--- config.mk ---
export PLATFORM = sky130hd
export DESIGN_NAME = audio_beat_onset_detector_top
export DESIGN_NICKNAME = d
export VERILOG_FILES = /design/src/hw/rtl/abod_pkg.sv /design/src/hw/rtl/abod_div.sv /design/src/hw/rtl/abod_dp.sv /design/src/hw/rtl/abod_ctrl.sv /design/src/hw/rtl/audio_beat_onset_detector_top.sv
export SDC_FILE = /design/constraint.sdc
export NUM_CORES = 2
export LEC_CHECK = 0
export ABC_AREA = 1
export BUFFER_PORTS_ARGS = -buffer_cell sky130_fd_sc_hd__buf_2
export CAP_MARGIN = 10
export CORE_UTILIZATION = 25
export DETAILED_ROUTE_END_ITERATION = 8
export PLACE_DENSITY = 0.41
export SLEW_MARGIN = 40
export SYNTH_ARGS = -nofsm -noshare
export SYNTH_HDL_FRONTEND = slang
export SYNTH_SLANG_ARGS = --single-unit
--- constraint.sdc ---
create_clock -name clock -period 5.3 [get_ports clock]
set_input_delay 0.795 -clock clock [delete_from_list [all_inputs] [get_ports clock]]
set_output_delay 0.795 -clock clock [all_outputs]
set_load 0.02 [all_outputs]
--- src/hw/rtl/abod_pkg.sv ---
// Shared types and constants of the beat onset detector.
package abod_pkg;

   // Configuration register indexes
   localparam logic [1:0] CSR_CUT_MODE       = 2'd0;
   localparam logic [1:0] CSR_CUT_MIN_DELAY  = 2'd1;
   localparam logic [1:0] CSR_CUT_BASS_THR   = 2'd2;
   localparam logic [1:0] CSR_CUT_TREBLE_THR = 2'd3;

   // Hard cut rules
   localparam logic [1:0] CUT_BASS   = 2'd0;
   localparam logic [1:0] CUT_TREBLE = 2'd1;
   localparam logic [1:0] CUT_BOTH   = 2'd2;
   localparam logic [1:0] CUT_EITHER = 2'd3;

   // Register reset values
   localparam logic [1:0]  CUT_MODE_RST       = CUT_BASS;
   localparam logic [15:0] CUT_MIN_DELAY_RST  = 16'd1000;
   localparam logic [15:0] CUT_BASS_THR_RST   = 16'd256;
   localparam logic [8:0]  CUT_TREBLE_THR_RST = 9'd128;

   // Fixed-point constants
   localparam logic [15:0] STRENGTH_ONE = 16'd32768;
   localparam logic [15:0] BPM_MAX      = 16'hFFFF;
   localparam logic [19:0] BPM_SCALE    = 20'd960000;
   localparam logic [8:0]  TREBLE_CAP   = 9'd256;
   localparam int          DIV_QUOT_W   = 16;

   typedef enum logic [3:0] {
      ST_IDLE,
      ST_UPDATE,
      ST_EVAL,
      ST_DIV_STR,
      ST_SOFT_CHK,
      ST_BEAT_WR,
      ST_WALK,
      ST_BPM_CHK,
      ST_DIV_BPM,
      ST_FINISH
   } abod_state_type;

   typedef struct packed {
      logic capture;
      logic update;
      logic eval;
      logic take_str;
      logic beat_wr;
      logic walk;
      logic bpm_chk;
      logic take_bpm;
      logic finish;
   } abod_cmd_type;

   typedef struct packed {
      logic need_div;
      logic onset;
      logic beat_any;
      logic walk_last;
      logic bpm_div;
      logic div_done;
      logic out_free;
   } abod_status_type;

endpackage

--- src/hw/rtl/abod_div.sv ---
// Restoring divider, one quotient bit per cycle.
module abod_div #(
   parameter int DW = 40
) (
   input  logic          clock,
   input  logic          reset,
   input  logic          start,
   input  logic [DW-1:0] hi,
   input  logic [15:0]   lo,
   input  logic [DW-1:0] den,
   output logic          done,
   output logic [15:0]   quot
);
   import abod_pkg::*;

   localparam int CNTW = $clog2(DIV_QUOT_W);

   logic [DW-1:0]   rem_ff, den_ff;
   logic [15:0]     lo_ff, quot_ff;
   logic [CNTW-1:0] cnt_ff;
   logic            busy_ff, done_ff;
   logic [DW:0]     trial;
   logic            ge;
   logic [DW:0]     diff;

   // Shift in the next dividend bit and try to subtract
   assign trial = {rem_ff, lo_ff[15]};
   assign ge    = trial >= {1'b0, den_ff};
   assign diff  = trial - {1'b0, den_ff};

   always_ff @(posedge clock) begin
      if (reset) begin
         busy_ff <= 1'b0;
         done_ff <= 1'b0;
         cnt_ff  <= '0;
      end else if (start) begin
         busy_ff <= 1'b1;
         done_ff <= 1'b0;
         cnt_ff  <= '0;
      end else if (busy_ff) begin
         cnt_ff <= cnt_ff + 1'b1;
         if (cnt_ff == CNTW'(DIV_QUOT_W - 1)) begin
            busy_ff <= 1'b0;
            done_ff <= 1'b1;
         end
      end
   end

   always_ff @(posedge clock) begin
      if (start) begin
         rem_ff  <= hi;
         lo_ff   <= lo;
         den_ff  <= den;
         quot_ff <= '0;
      end else if (busy_ff) begin
         rem_ff  <= ge ? diff[DW-1:0] : trial[DW-1:0];
         lo_ff   <= {lo_ff[14:0], 1'b0};
         quot_ff <= {quot_ff[14:0], ge};
      end
   end

   assign done = done_ff;
   assign quot = quot_ff;
endmodule

--- src/hw/rtl/abod_dp.sv ---
// Datapath: history rings, threshold tests, tempo and hard cut logic.
module abod_dp #(
   parameter int BASS_RING_DEPTH = 64,
   parameter int BEAT_RING_DEPTH = 8
) (
   input  logic                      clock,
   input  logic                      reset,
   input  abod_pkg::abod_cmd_type    cmd,
   output abod_pkg::abod_status_type status,
   input  logic [15:0]               req_bass_level,
   input  logic [15:0]               req_treble_level,
   input  logic [15:0]               req_bass_attenuated,
   input  logic [31:0]               req_frame_time_ms,
   output logic                      rsp_valid,
   input  logic                      rsp_stall,
   output logic [15:0]               rsp_beat_strength,
   output logic                      rsp_soft_beat,
   output logic                      rsp_hard_cut,
   output logic [15:0]               rsp_tempo_bpm,
   input  logic                      csr_valid,
   input  logic [1:0]                csr_index,
   input  logic [15:0]               csr_wdata
);
   import abod_pkg::*;

   localparam int BPW   = $clog2(BASS_RING_DEPTH);
   localparam int FILLW = $clog2(BASS_RING_DEPTH + 1);
   localparam int SUMW  = 16 + BPW;
   localparam int NUMW  = 16 + FILLW;
   localparam int TPW   = $clog2(BEAT_RING_DEPTH);
   localparam int CW    = $clog2(BEAT_RING_DEPTH + 1);
   localparam int NW    = $clog2(BEAT_RING_DEPTH);
   localparam int TW    = 32 + NW;
   localparam int PW    = 20 + NW;
   localparam int DW    = (SUMW + 2 > TW) ? SUMW + 2 : TW;

   // Configuration registers
   logic [1:0]  cut_mode_ff;
   logic [15:0] cut_min_delay_ff, cut_bass_thr_ff;
   logic [8:0]  cut_treble_thr_ff;

   // Captured request
   logic [15:0] bass_ff, treble_ff, battn_ff;
   logic [31:0] now_ff;

   // Bass history
   logic [15:0]      bass_mem [BASS_RING_DEPTH];
   logic [15:0]      bass_rd_ff;
   logic [BPW-1:0]   ptr_ff;
   logic [FILLW-1:0] filled_ff, filled_in;
   logic [SUMW-1:0]  sum_ff;
   logic [15:0]      prev_ff, old_bass;
   logic [NUMW-1:0]  num_ff;
   logic             full;

   // Threshold tests
   logic [SUMW+1:0] sum3;
   logic [SUMW+4:0] num5, sum9;
   logic [19:0]     bass10, prev13;
   logic            sum_zero, sat, soft_now, soft_ff;
   logic [15:0]     strength_ff;

   // Beat history
   logic [31:0]    beat_mem [BEAT_RING_DEPTH];
   logic [31:0]    beat_rd_ff, prev_t_ff, t_diff;
   logic [TPW-1:0] bptr_ff, idx_ff, idx_in;
   logic [CW-1:0]  count_ff, k_ff;
   logic [TW-1:0]  total_ff;
   logic [NW-1:0]  n_ff;
   logic [15:0]    held_ff;
   logic [PW-1:0]  bpm_prod;
   logic           bpm_sat;

   // Hard cut
   logic [31:0] last_cut_ff, elapsed;
   logic        cut_seen_ff;
   logic [17:0] treble3;
   logic [8:0]  treble_n;
   logic        b_hit, t_hit, rule_hit, cut_now;

   // Divider hookup
   logic          div_start, div_done;
   logic [DW-1:0] div_hi, div_den;
   logic [15:0]   div_lo, div_quot;

   // Output register
   logic        rsp_valid_ff;
   logic [15:0] rsp_strength_ff, rsp_bpm_ff;
   logic        rsp_soft_ff, rsp_cut_ff;

   function automatic logic [TPW-1:0] beat_dec(input logic [TPW-1:0] i);
      return (i == '0) ? TPW'(BEAT_RING_DEPTH - 1) : i - 1'b1;
   endfunction

   // Accept configuration writes
   always_ff @(posedge clock) begin
      if (reset) begin
         cut_mode_ff       <= CUT_MODE_RST;
         cut_min_delay_ff  <= CUT_MIN_DELAY_RST;
         cut_bass_thr_ff   <= CUT_BASS_THR_RST;
         cut_treble_thr_ff <= CUT_TREBLE_THR_RST;
      end else if (csr_valid) begin
         unique case (csr_index)
            CSR_CUT_MODE:       cut_mode_ff       <= csr_wdata[1:0];
            CSR_CUT_MIN_DELAY:  cut_min_delay_ff  <= csr_wdata;
            CSR_CUT_BASS_THR:   cut_bass_thr_ff   <= csr_wdata;
            CSR_CUT_TREBLE_THR: cut_treble_thr_ff <= csr_wdata[8:0];
         endcase
      end
   end

   // Capture the request
   always_ff @(posedge clock) begin
      if (cmd.capture) begin
         bass_ff   <= req_bass_level;
         treble_ff <= req_treble_level;
         battn_ff  <= req_bass_attenuated;
         now_ff    <= req_frame_time_ms;
      end
   end

   // Bass ring memory; an entry counts once the ring has wrapped
   always_ff @(posedge clock) begin
      if (cmd.update)
         bass_mem[ptr_ff] <= bass_ff;
      bass_rd_ff <= bass_mem[ptr_ff];
   end

   assign full      = filled_ff == FILLW'(BASS_RING_DEPTH);
   assign old_bass  = full ? bass_rd_ff : 16'd0;
   assign filled_in = full ? filled_ff : filled_ff + 1'b1;

   // Advance the ring, running sum and fill count
   always_ff @(posedge clock) begin
      if (reset) begin
         ptr_ff    <= '0;
         filled_ff <= '0;
         sum_ff    <= '0;
      end else if (cmd.update) begin
         ptr_ff    <= (ptr_ff == BPW'(BASS_RING_DEPTH - 1)) ? '0 : ptr_ff + 1'b1;
         filled_ff <= filled_in;
         sum_ff    <= sum_ff - SUMW'(old_bass) + SUMW'(bass_ff);
      end
   end

   always_ff @(posedge clock) begin
      if (cmd.update)
         num_ff <= NUMW'(bass_ff) * NUMW'(filled_in);
   end

   // Strength saturation and onset tests
   assign sum3     = ({2'b0, sum_ff} << 1) + {2'b0, sum_ff};
   assign sum_zero = sum_ff == '0;
   assign sat      = (SUMW + 3)'({num_ff, 1'b0}) >= (SUMW + 3)'(sum3);
   assign num5     = ((SUMW + 5)'(num_ff) << 2) + (SUMW + 5)'(num_ff);
   assign sum9     = ((SUMW + 5)'(sum_ff) << 3) + (SUMW + 5)'(sum_ff);
   assign bass10   = ({4'b0, bass_ff} << 3) + ({4'b0, bass_ff} << 1);
   assign prev13   = ({4'b0, prev_ff} << 3) + ({4'b0, prev_ff} << 2) + {4'b0, prev_ff};
   assign soft_now = !sum_zero && (num5 > sum9) && (bass10 > prev13);

   always_ff @(posedge clock) begin
      if (reset) begin
         prev_ff <= '0;
         soft_ff <= 1'b0;
      end else if (cmd.eval) begin
         prev_ff <= bass_ff;
         soft_ff <= soft_now;
      end
   end

   always_ff @(posedge clock) begin
      if (cmd.eval) begin
         if (sum_zero)
            strength_ff <= '0;
         else if (sat)
            strength_ff <= STRENGTH_ONE;
      end else if (cmd.take_str && div_done) begin
         strength_ff <= div_quot;
      end
   end

   // Beat timestamp ring with registered read
   always_comb begin
      priority if (cmd.beat_wr)
         idx_in = beat_dec(bptr_ff);
      else if (cmd.walk)
         idx_in = beat_dec(idx_ff);
      else
         idx_in = idx_ff;
   end

   always_ff @(posedge clock) begin
      if (cmd.beat_wr)
         beat_mem[bptr_ff] <= now_ff;
      beat_rd_ff <= beat_mem[idx_in];
   end

   always_ff @(posedge clock) begin
      if (reset) begin
         bptr_ff  <= '0;
         count_ff <= '0;
      end else if (cmd.beat_wr) begin
         bptr_ff <= (bptr_ff == TPW'(BEAT_RING_DEPTH - 1)) ? '0 : bptr_ff + 1'b1;
         if (count_ff != CW'(BEAT_RING_DEPTH))
            count_ff <= count_ff + 1'b1;
      end
   end

   // Walk back over stored beats and sum nonzero intervals
   assign t_diff = prev_t_ff - beat_rd_ff;

   always_ff @(posedge clock) begin
      idx_ff <= idx_in;
      if (cmd.beat_wr) begin
         prev_t_ff <= now_ff;
         k_ff      <= '0;
         total_ff  <= '0;
         n_ff      <= '0;
      end else if (cmd.walk) begin
         prev_t_ff <= beat_rd_ff;
         k_ff      <= k_ff + 1'b1;
         if (t_diff != '0) begin
            total_ff <= total_ff + TW'(t_diff);
            n_ff     <= n_ff + 1'b1;
         end
      end
   end

   // Tempo: 960000*n over total, saturated
   assign bpm_prod = PW'(BPM_SCALE) * PW'(n_ff);
   assign bpm_sat  = DW'(bpm_prod[PW-1:16]) >= DW'(total_ff);

   always_ff @(posedge clock) begin
      if (reset) begin
         held_ff <= '0;
      end else if (cmd.bpm_chk && n_ff != '0 && bpm_sat) begin
         held_ff <= BPM_MAX;
      end else if (cmd.take_bpm && div_done) begin
         held_ff <= div_quot;
      end
   end

   // Shared divider
   assign div_start = (cmd.eval && !sum_zero && !sat) ||
                      (cmd.bpm_chk && n_ff != '0 && !bpm_sat);
   assign div_hi    = cmd.bpm_chk ? DW'(bpm_prod[PW-1:16]) : DW'(num_ff);
   assign div_lo    = cmd.bpm_chk ? bpm_prod[15:0] : 16'd0;
   assign div_den   = cmd.bpm_chk ? DW'(total_ff) : DW'(sum3);

   abod_div #(.DW(DW)) u_div (
      .clock (clock),
      .reset (reset),
      .start (div_start),
      .hi    (div_hi),
      .lo    (div_lo),
      .den   (div_den),
      .done  (div_done),
      .quot  (div_quot)
   );

   // Hard cut rule and hold-off
   assign treble3  = ({2'b0, treble_ff} << 1) + {2'b0, treble_ff};
   assign treble_n = (treble3 > 18'(TREBLE_CAP)) ? TREBLE_CAP : treble3[8:0];
   assign b_hit    = battn_ff > cut_bass_thr_ff;
   assign t_hit    = treble_n > cut_treble_thr_ff;
   assign elapsed  = now_ff - last_cut_ff;

   always_comb begin
      unique case (cut_mode_ff)
         CUT_BASS:   rule_hit = b_hit;
         CUT_TREBLE: rule_hit = t_hit;
         CUT_BOTH:   rule_hit = b_hit && t_hit;
         CUT_EITHER: rule_hit = b_hit || t_hit;
      endcase
   end

   assign cut_now = rule_hit && (!cut_seen_ff || elapsed >= {16'd0, cut_min_delay_ff});

   always_ff @(posedge clock) begin
      if (reset) begin
         cut_seen_ff <= 1'b0;
         last_cut_ff <= '0;
      end else if (cmd.finish && cut_now) begin
         cut_seen_ff <= 1'b1;
         last_cut_ff <= now_ff;
      end
   end

   // Output register, held until the response is taken
   always_ff @(posedge clock) begin
      if (reset)
         rsp_valid_ff <= 1'b0;
      else if (cmd.finish)
         rsp_valid_ff <= 1'b1;
      else if (!rsp_stall)
         rsp_valid_ff <= 1'b0;
   end

   always_ff @(posedge clock) begin
      if (cmd.finish) begin
         rsp_strength_ff <= strength_ff;
         rsp_soft_ff     <= soft_ff;
         rsp_cut_ff      <= cut_now;
         rsp_bpm_ff      <= held_ff;
      end
   end

   assign rsp_valid         = rsp_valid_ff;
   assign rsp_beat_strength = rsp_strength_ff;
   assign rsp_soft_beat     = rsp_soft_ff;
   assign rsp_hard_cut      = rsp_cut_ff;
   assign rsp_tempo_bpm     = rsp_bpm_ff;

   assign status.need_div  = !sum_zero && !sat;
   assign status.onset     = soft_ff;
   assign status.beat_any  = count_ff != '0;
   assign status.walk_last = ({1'b0, k_ff} + (CW + 1)'(2)) == {1'b0, count_ff};
   assign status.bpm_div   = n_ff != '0 && !bpm_sat;
   assign status.div_done  = div_done;
   assign status.out_free  = !rsp_valid_ff;

   // An onset always means a saturated strength
   a_soft_saturates: assert property (@(posedge clock) disable iff (reset)
      rsp_valid_ff && rsp_soft_ff |-> rsp_strength_ff == STRENGTH_ONE)
      else $error("soft beat without saturated strength");

   a_fill_bound: assert property (@(posedge clock) disable iff (reset)
      filled_ff <= FILLW'(BASS_RING_DEPTH))
      else $error("bass ring fill count overflow");

   a_cut_recorded: assert property (@(posedge clock) disable iff (reset)
      cmd.finish && cut_now |=> cut_seen_ff && last_cut_ff == $past(now_ff))
      else $error("hard cut not recorded");
endmodule

--- src/hw/rtl/abod_ctrl.sv ---
// Sequencer that steps the datapath through one frame.
module abod_ctrl (
   input  logic                      clock,
   input  logic                      reset,
   input  logic                      req_valid,
   output logic                      req_stall,
   input  abod_pkg::abod_status_type status,
   output abod_pkg::abod_cmd_type    cmd
);
   import abod_pkg::*;

   abod_state_type state_ff, state_in;

   always_ff @(posedge clock) begin
      if (reset)
         state_ff <= ST_IDLE;
      else
         state_ff <= state_in;
   end

   // Next state
   always_comb begin
      state_in = state_ff;
      unique case (state_ff)
         ST_IDLE:     if (req_valid) state_in = ST_UPDATE;
         ST_UPDATE:   state_in = ST_EVAL;
         ST_EVAL:     state_in = status.need_div ? ST_DIV_STR : ST_SOFT_CHK;
         ST_DIV_STR:  if (status.div_done) state_in = ST_SOFT_CHK;
         ST_SOFT_CHK: state_in = status.onset ? ST_BEAT_WR : ST_FINISH;
         ST_BEAT_WR:  state_in = status.beat_any ? ST_WALK : ST_FINISH;
         ST_WALK:     if (status.walk_last) state_in = ST_BPM_CHK;
         ST_BPM_CHK:  state_in = status.bpm_div ? ST_DIV_BPM : ST_FINISH;
         ST_DIV_BPM:  if (status.div_done) state_in = ST_FINISH;
         ST_FINISH:   if (status.out_free) state_in = ST_IDLE;
         default:     state_in = ST_IDLE;
      endcase
   end

   // Commands
   always_comb begin
      cmd       = '0;
      req_stall = 1'b1;
      unique case (state_ff)
         ST_IDLE: begin
            req_stall   = 1'b0;
            cmd.capture = req_valid;
         end
         ST_UPDATE:   cmd.update   = 1'b1;
         ST_EVAL:     cmd.eval     = 1'b1;
         ST_DIV_STR:  cmd.take_str = 1'b1;
         ST_SOFT_CHK: cmd          = '0;
         ST_BEAT_WR:  cmd.beat_wr  = 1'b1;
         ST_WALK:     cmd.walk     = 1'b1;
         ST_BPM_CHK:  cmd.bpm_chk  = 1'b1;
         ST_DIV_BPM:  cmd.take_bpm = 1'b1;
         ST_FINISH:   cmd.finish   = status.out_free;
         default:     cmd          = '0;
      endcase
   end
endmodule

--- src/hw/rtl/audio_beat_onset_detector_top.sv ---
// Top level of the audio beat onset and hard cut detector.
// One frame is processed at a time and a new request is taken only when the
// sequencer is idle; the result waits in an output register, so the next frame
// may enter while it is still pending, and that frame waits in its last step
// until the register is free. A frame steps through update, evaluation, a
// soft beat check and finish, with the strength division after evaluation
// unless the strength saturates or is zero. A soft beat adds a step to store
// its timestamp; once an earlier beat is stored it adds a walk back over the
// stored intervals (up to BEAT_RING_DEPTH-1) of the timestamp ring, a tempo
// check, and the tempo division unless the tempo saturates or no interval
// counts. Both divisions run one quotient bit per cycle on a single shared
// divider. The bass history needs no clearing pass after reset. Register
// writes are taken in any cycle and should be issued only while no frame is
// in flight.
module audio_beat_onset_detector_top #(
   parameter int BASS_RING_DEPTH = 64,
   parameter int BEAT_RING_DEPTH = 8
) (
   input  logic        clock,
   input  logic        reset,
   input  logic        req_valid,
   output logic        req_stall,
   input  logic [15:0] req_bass_level,
   input  logic [15:0] req_treble_level,
   input  logic [15:0] req_bass_attenuated,
   input  logic [31:0] req_frame_time_ms,
   output logic        rsp_valid,
   input  logic        rsp_stall,
   output logic [15:0] rsp_beat_strength,
   output logic        rsp_soft_beat,
   output logic        rsp_hard_cut,
   output logic [15:0] rsp_tempo_bpm,
   input  logic        csr_valid,
   output logic        csr_ready,
   input  logic [1:0]  csr_index,
   input  logic [15:0] csr_wdata
);
   import abod_pkg::*;

   abod_cmd_type    cmd;
   abod_status_type status;

   // Registers accept a write in every cycle
   assign csr_ready = 1'b1;

   abod_ctrl u_ctrl (
      .clock     (clock),
      .reset     (reset),
      .req_valid (req_valid),
      .req_stall (req_stall),
      .status    (status),
      .cmd       (cmd)
   );

   abod_dp #(
      .BASS_RING_DEPTH (BASS_RING_DEPTH),
      .BEAT_RING_DEPTH (BEAT_RING_DEPTH)
   ) u_dp (
      .clock               (clock),
      .reset               (reset),
      .cmd                 (cmd),
      .status              (status),
      .req_bass_level      (req_bass_level),
      .req_treble_level    (req_treble_level),
      .req_bass_attenuated (req_bass_attenuated),
      .req_frame_time_ms   (req_frame_time_ms),
      .rsp_valid           (rsp_valid),
      .rsp_stall           (rsp_stall),
      .rsp_beat_strength   (rsp_beat_strength),
      .rsp_soft_beat       (rsp_soft_beat),
      .rsp_hard_cut        (rsp_hard_cut),
      .rsp_tempo_bpm       (rsp_tempo_bpm),
      .csr_valid           (csr_valid && csr_ready),
      .csr_index           (csr_index),
      .csr_wdata           (csr_wdata)
   );
endmodule
==> flow_summary.yaml <==
timing:
  hold_slack_ns: 0.103
  timing.final.max_slew_violations: 0
  rsz0062_at_grt: "yes"
  final.setup.tns_ns: 0
  worst_clock_skew_ns: 0.119
  final_min_period_over_clock_period_pct: 96.2
  hold_viol: 0
  final.min_clock_period_ns: 5.10
  timing.max_slew.rel_slack_pct: 40.1
  worst_pin_slew_ns: 0.896
  max_freq_ghz: 0.196
  setup_violations: 0
placement:
  post_dp_cell_area_mm2: 0.0965
  hpwl_um: 206000
  gp_congestion: 0.874
  dp_cells: 13172
  portBuffers: 138
synth:
  syn_area_per_cell_um2: 10.6
  post-synth-top-area-cell: "edfxtp_1"
  synthesis.yosys.warnings: 0
  synth.distinct_cells: 70
  ys_top_cells_by_area: "edfxtp_1 52%, nand2_1 6.6%, ha_1 6.5%"
  post_synthesis_instance_area_mm2: 0.0885
  synth_edf_count: 1542
  post_synth_inst_count: 8313
  dominantRegCellSynth: "edfxtp_1"
  syn_nets: 8983
  synth.top_cell.area_share_pct: 52.3
  ys_async_sr_fraction_pct: 0
  seq_area_frac_synth_pct: 58.5
  yosys_register_bits: 1813
clock_tree:
  clock_tree.htree_level_count: 4
  cts-buffers-inserted: 211
  cts_tree: "done"
  cts_sinks: 1813
  number_of_buffers_between_clock_root_and_the_deepest_sink: 4
  cts.root.buffer_cell: "clkbuf_16"
  worst_skew_pair.late_latency_ns: 0.94
  cts.clk_slew.worst_paths_ns: 0.06
worst_setup_path:
  endpoint_kind: "register"
  timing.critical_path.from_type: "register"
  r2r_start: "u_dp.filled_ff[0]"
  r2r.worst_path.cells: 24
  cp.arrival_ns: 5.67
  cp_max_fo: 3
  reg2reg_to: "u_dp.num_ff[20]"
  crit_type: "register to register"
  regToRegSetupSlack_ns: 0.20
  critPathRequiredTime_ns: 5.87
cells_and_area:
  final_nets: 9337
  area_delta_synth_final_pct: 17.6
  post-route-util_pct: 29.5
  layoutNonFillerInstCount: 13589
  drive_above_1_share_pct: 9.92
  post-route-cell-area_mm2: 0.104
floorplan:
  fp.dieH_um: 597
  design.die.area_mm2: 0.356
  die_width_um: 597
  initial_util_pct: 25.1
  core_area_mm2: 0.352
  core.rowCount: 218
  io_pins: 140
global_route:
  grt.total_usage_pct: 16.5
  number_of_antenna_violations_at_the_first_check_in_global_routing: 33
  grt_pass1_vias: 62884
  grt_max_degree: 129
  grt_pass1_wl_um: 437000
  overflow: 0
drt:
  ant_nets: 0
  route.detailed.drc: 0
  detailed_route_wire_length_per_cell_um: 22.1
  routed_wirelength_um: 301000
  vias: 63356
  number_of_vias_per_cell_after_detailed_routing: 4.66
  drt_first_pass_iters: 6
  drt_iter0_drc: 4861
hold_path:
  hold_end: "u_dp.treble_ff[13]"
  min_from: "req_treble_level[13]"
  worstHoldPathType: "input port to register"
  timing.hold.worst_path_depth: 1
power_and_ir_drop:
  power.static_leakage_uw: 0.0398
  vdd_drop_max_v: 0.000449
  power_density_mw_per_mm2: 571
run:
  maxCapViolCount: 0
status:
  result_of_the_run: "completed"
==> per-layer routing <==
metal  up-vias  wire (um)  global-route usage, %
met5         -        126                      0
met4        18       5700                   3.45
li1      30042          -                      -
met3       334      14000                   2.22
met1     31523     145000                   23.6
met2      1439     136000                   26.4
==> worst max path at each step <==
stage / startpoint / end / slack [ns] / cells after the start
floorplan: u_dp.filled_ff[1] / u_dp.num_ff[20] / 0.03 / 25
finish: u_dp.filled_ff[0] / u_dp.num_ff[20] / 0.20 / 24
detailed placement: u_dp.bass_ff[5] / u_dp.soft_ff / -0.32 / 22
global route: u_dp.bass_ff[8] / u_dp.soft_ff / -0.05 / 22
CTS: u_dp.filled_ff[0] / u_dp.num_ff[21] / 0.008 / 27
global placement: u_dp.bass_ff[5] / u_dp.soft_ff / -0.28 / 22
==> area by class of cell <==
class	instances	area [um^2]
clock inverter	137	1490
multi-input combinational	5295	32500
timing repair buffer	418	3160
tap	4730	5920
antenna	10	25.0
sequential	1813	51700
inverter	928	3520
clock buffer	258	5700
fill	36612	248000
==> registers in the layout (all words and copies together) (netlist names), 22 cells and up <==
| signal | cells |
|---|---|
| u_dp.bass_mem | 1024 |
| u_dp.beat_mem | 256 |
| u_dp.beat_rd_ff | 32 |
| u_dp.last_cut_ff | 32 |
| u_dp.now_ff | 32 |
| u_dp.num_ff | 23 |
| u_dp.prev_t_ff | 32 |
| u_dp.sum_ff | 22 |
| u_dp.total_ff | 35 |
| u_dp.u_div.den_ff | 35 |
| u_dp.u_div.rem_ff | 35 |
==> cell usage in the layout, fill, tap and decap left out, types with 16 or more instances in the layout <==
cell type,n
a211oi_1,27
a21o_1,20
a21oi_1,471
a221oi_1,136
a22o_1,78
a22oi_1,156
a31oi_1,57
buf_12,18
buf_2,137
buf_4,243
bufinv_16,28
clkbuf_1,31
clkbuf_16,218
clkinv_1,51
clkinv_2,46
clkinvlp_4,16
dfxtp_1,266
edfxtp_1,1542
fa_1,109
ha_1,450
inv_1,881
inv_2,18
nand2_1,1551
nand3_1,233
nand4_1,189
nor2_1,671
nor3_1,53
nor4_1,20
o211ai_1,43
o21a_1,77
o21ai_0,467
o21bai_1,19
o22ai_1,35
xnor2_1,90
xor2_1,151
==> what timing repair did <==
item,CTS,global route
pin swaps,2,31
gates resized for setup,4,64
endpoints found under the hold margin,0,0
endpoints found under the setup margin,4,83
buffers inserted,0,11
hold buffers,0,0
==> synth_stat cells, drive strengths merged (29+ instances only) <==
master,number
o21ai,483
fa,110
nand3,239
xor2,151
o22ai,35
buf,115
a221oi,136
a22oi,156
o211ai,43
nand4,190
a21oi,477
inv,909
nor2,694
a22o,78
nand2,1564
xnor2,90
clkbuf,162
a211oi,29
edfxtp,1542
nor3,62
a31oi,58
o21a,77
dfxtp,271
ha,457
==> worst max-delay path: stages (launching register included) <==
cell and delay, ns:
dfxtp_2 0.35, ha_1 0.18, nand3_1 0.12, nor2_1 0.12, inv_1 0.06, o21ai_0 0.16
nand2_1 0.11, inv_2 0.09, nand2_1 0.08, fa_1 0.54, inv_1 0.05, fa_1 0.46
fa_1 0.49, fa_1 0.56, ha_4 0.22, a21o_1 0.21, a31oi_4 0.16, o21ai_2 0.10
a21boi_2 0.18, o21ai_2 0.09, nand4_1 0.13, nand2_1 0.10, nand2_1 0.08, nand2_1 0.06
xor2_1 0.14
==> cells by family after synthesis <==
| kind of cell | synth area share [%] |
|---|---|
| DFF | 58.5 |
| xor gates and xnor gates | 2.39 |
| other | 0.00424 |
| muxes | 0.0339 |
| and+or+nand+nor | 13.1 |
| AOI/OAI and AO/OA | 11.8 |
| buffers and inverters | 5.28 |
| adders and majority gates | 8.95 |
==> power breakdown <==
group          switching (uW)  total [uW]  internal (uW)
Clock                    6240       15300           9020
Sequential               1330       18900          17600
Combinational           16000       25200           9190
==> per-stage QoR <==
stage | power (uW) | setup WS [ns]
4_1_cts | 59500 | 0.00785
3_5_place_dp | 44000 | -0.325
2_1_floorplan | 34800 | 0.0278
5_1_grt | 63500 | -0.0533
3_3_place_gp | 43800 | -0.283
6_report | 59400 | 0.201
Power figures use the tool's default switching activity.
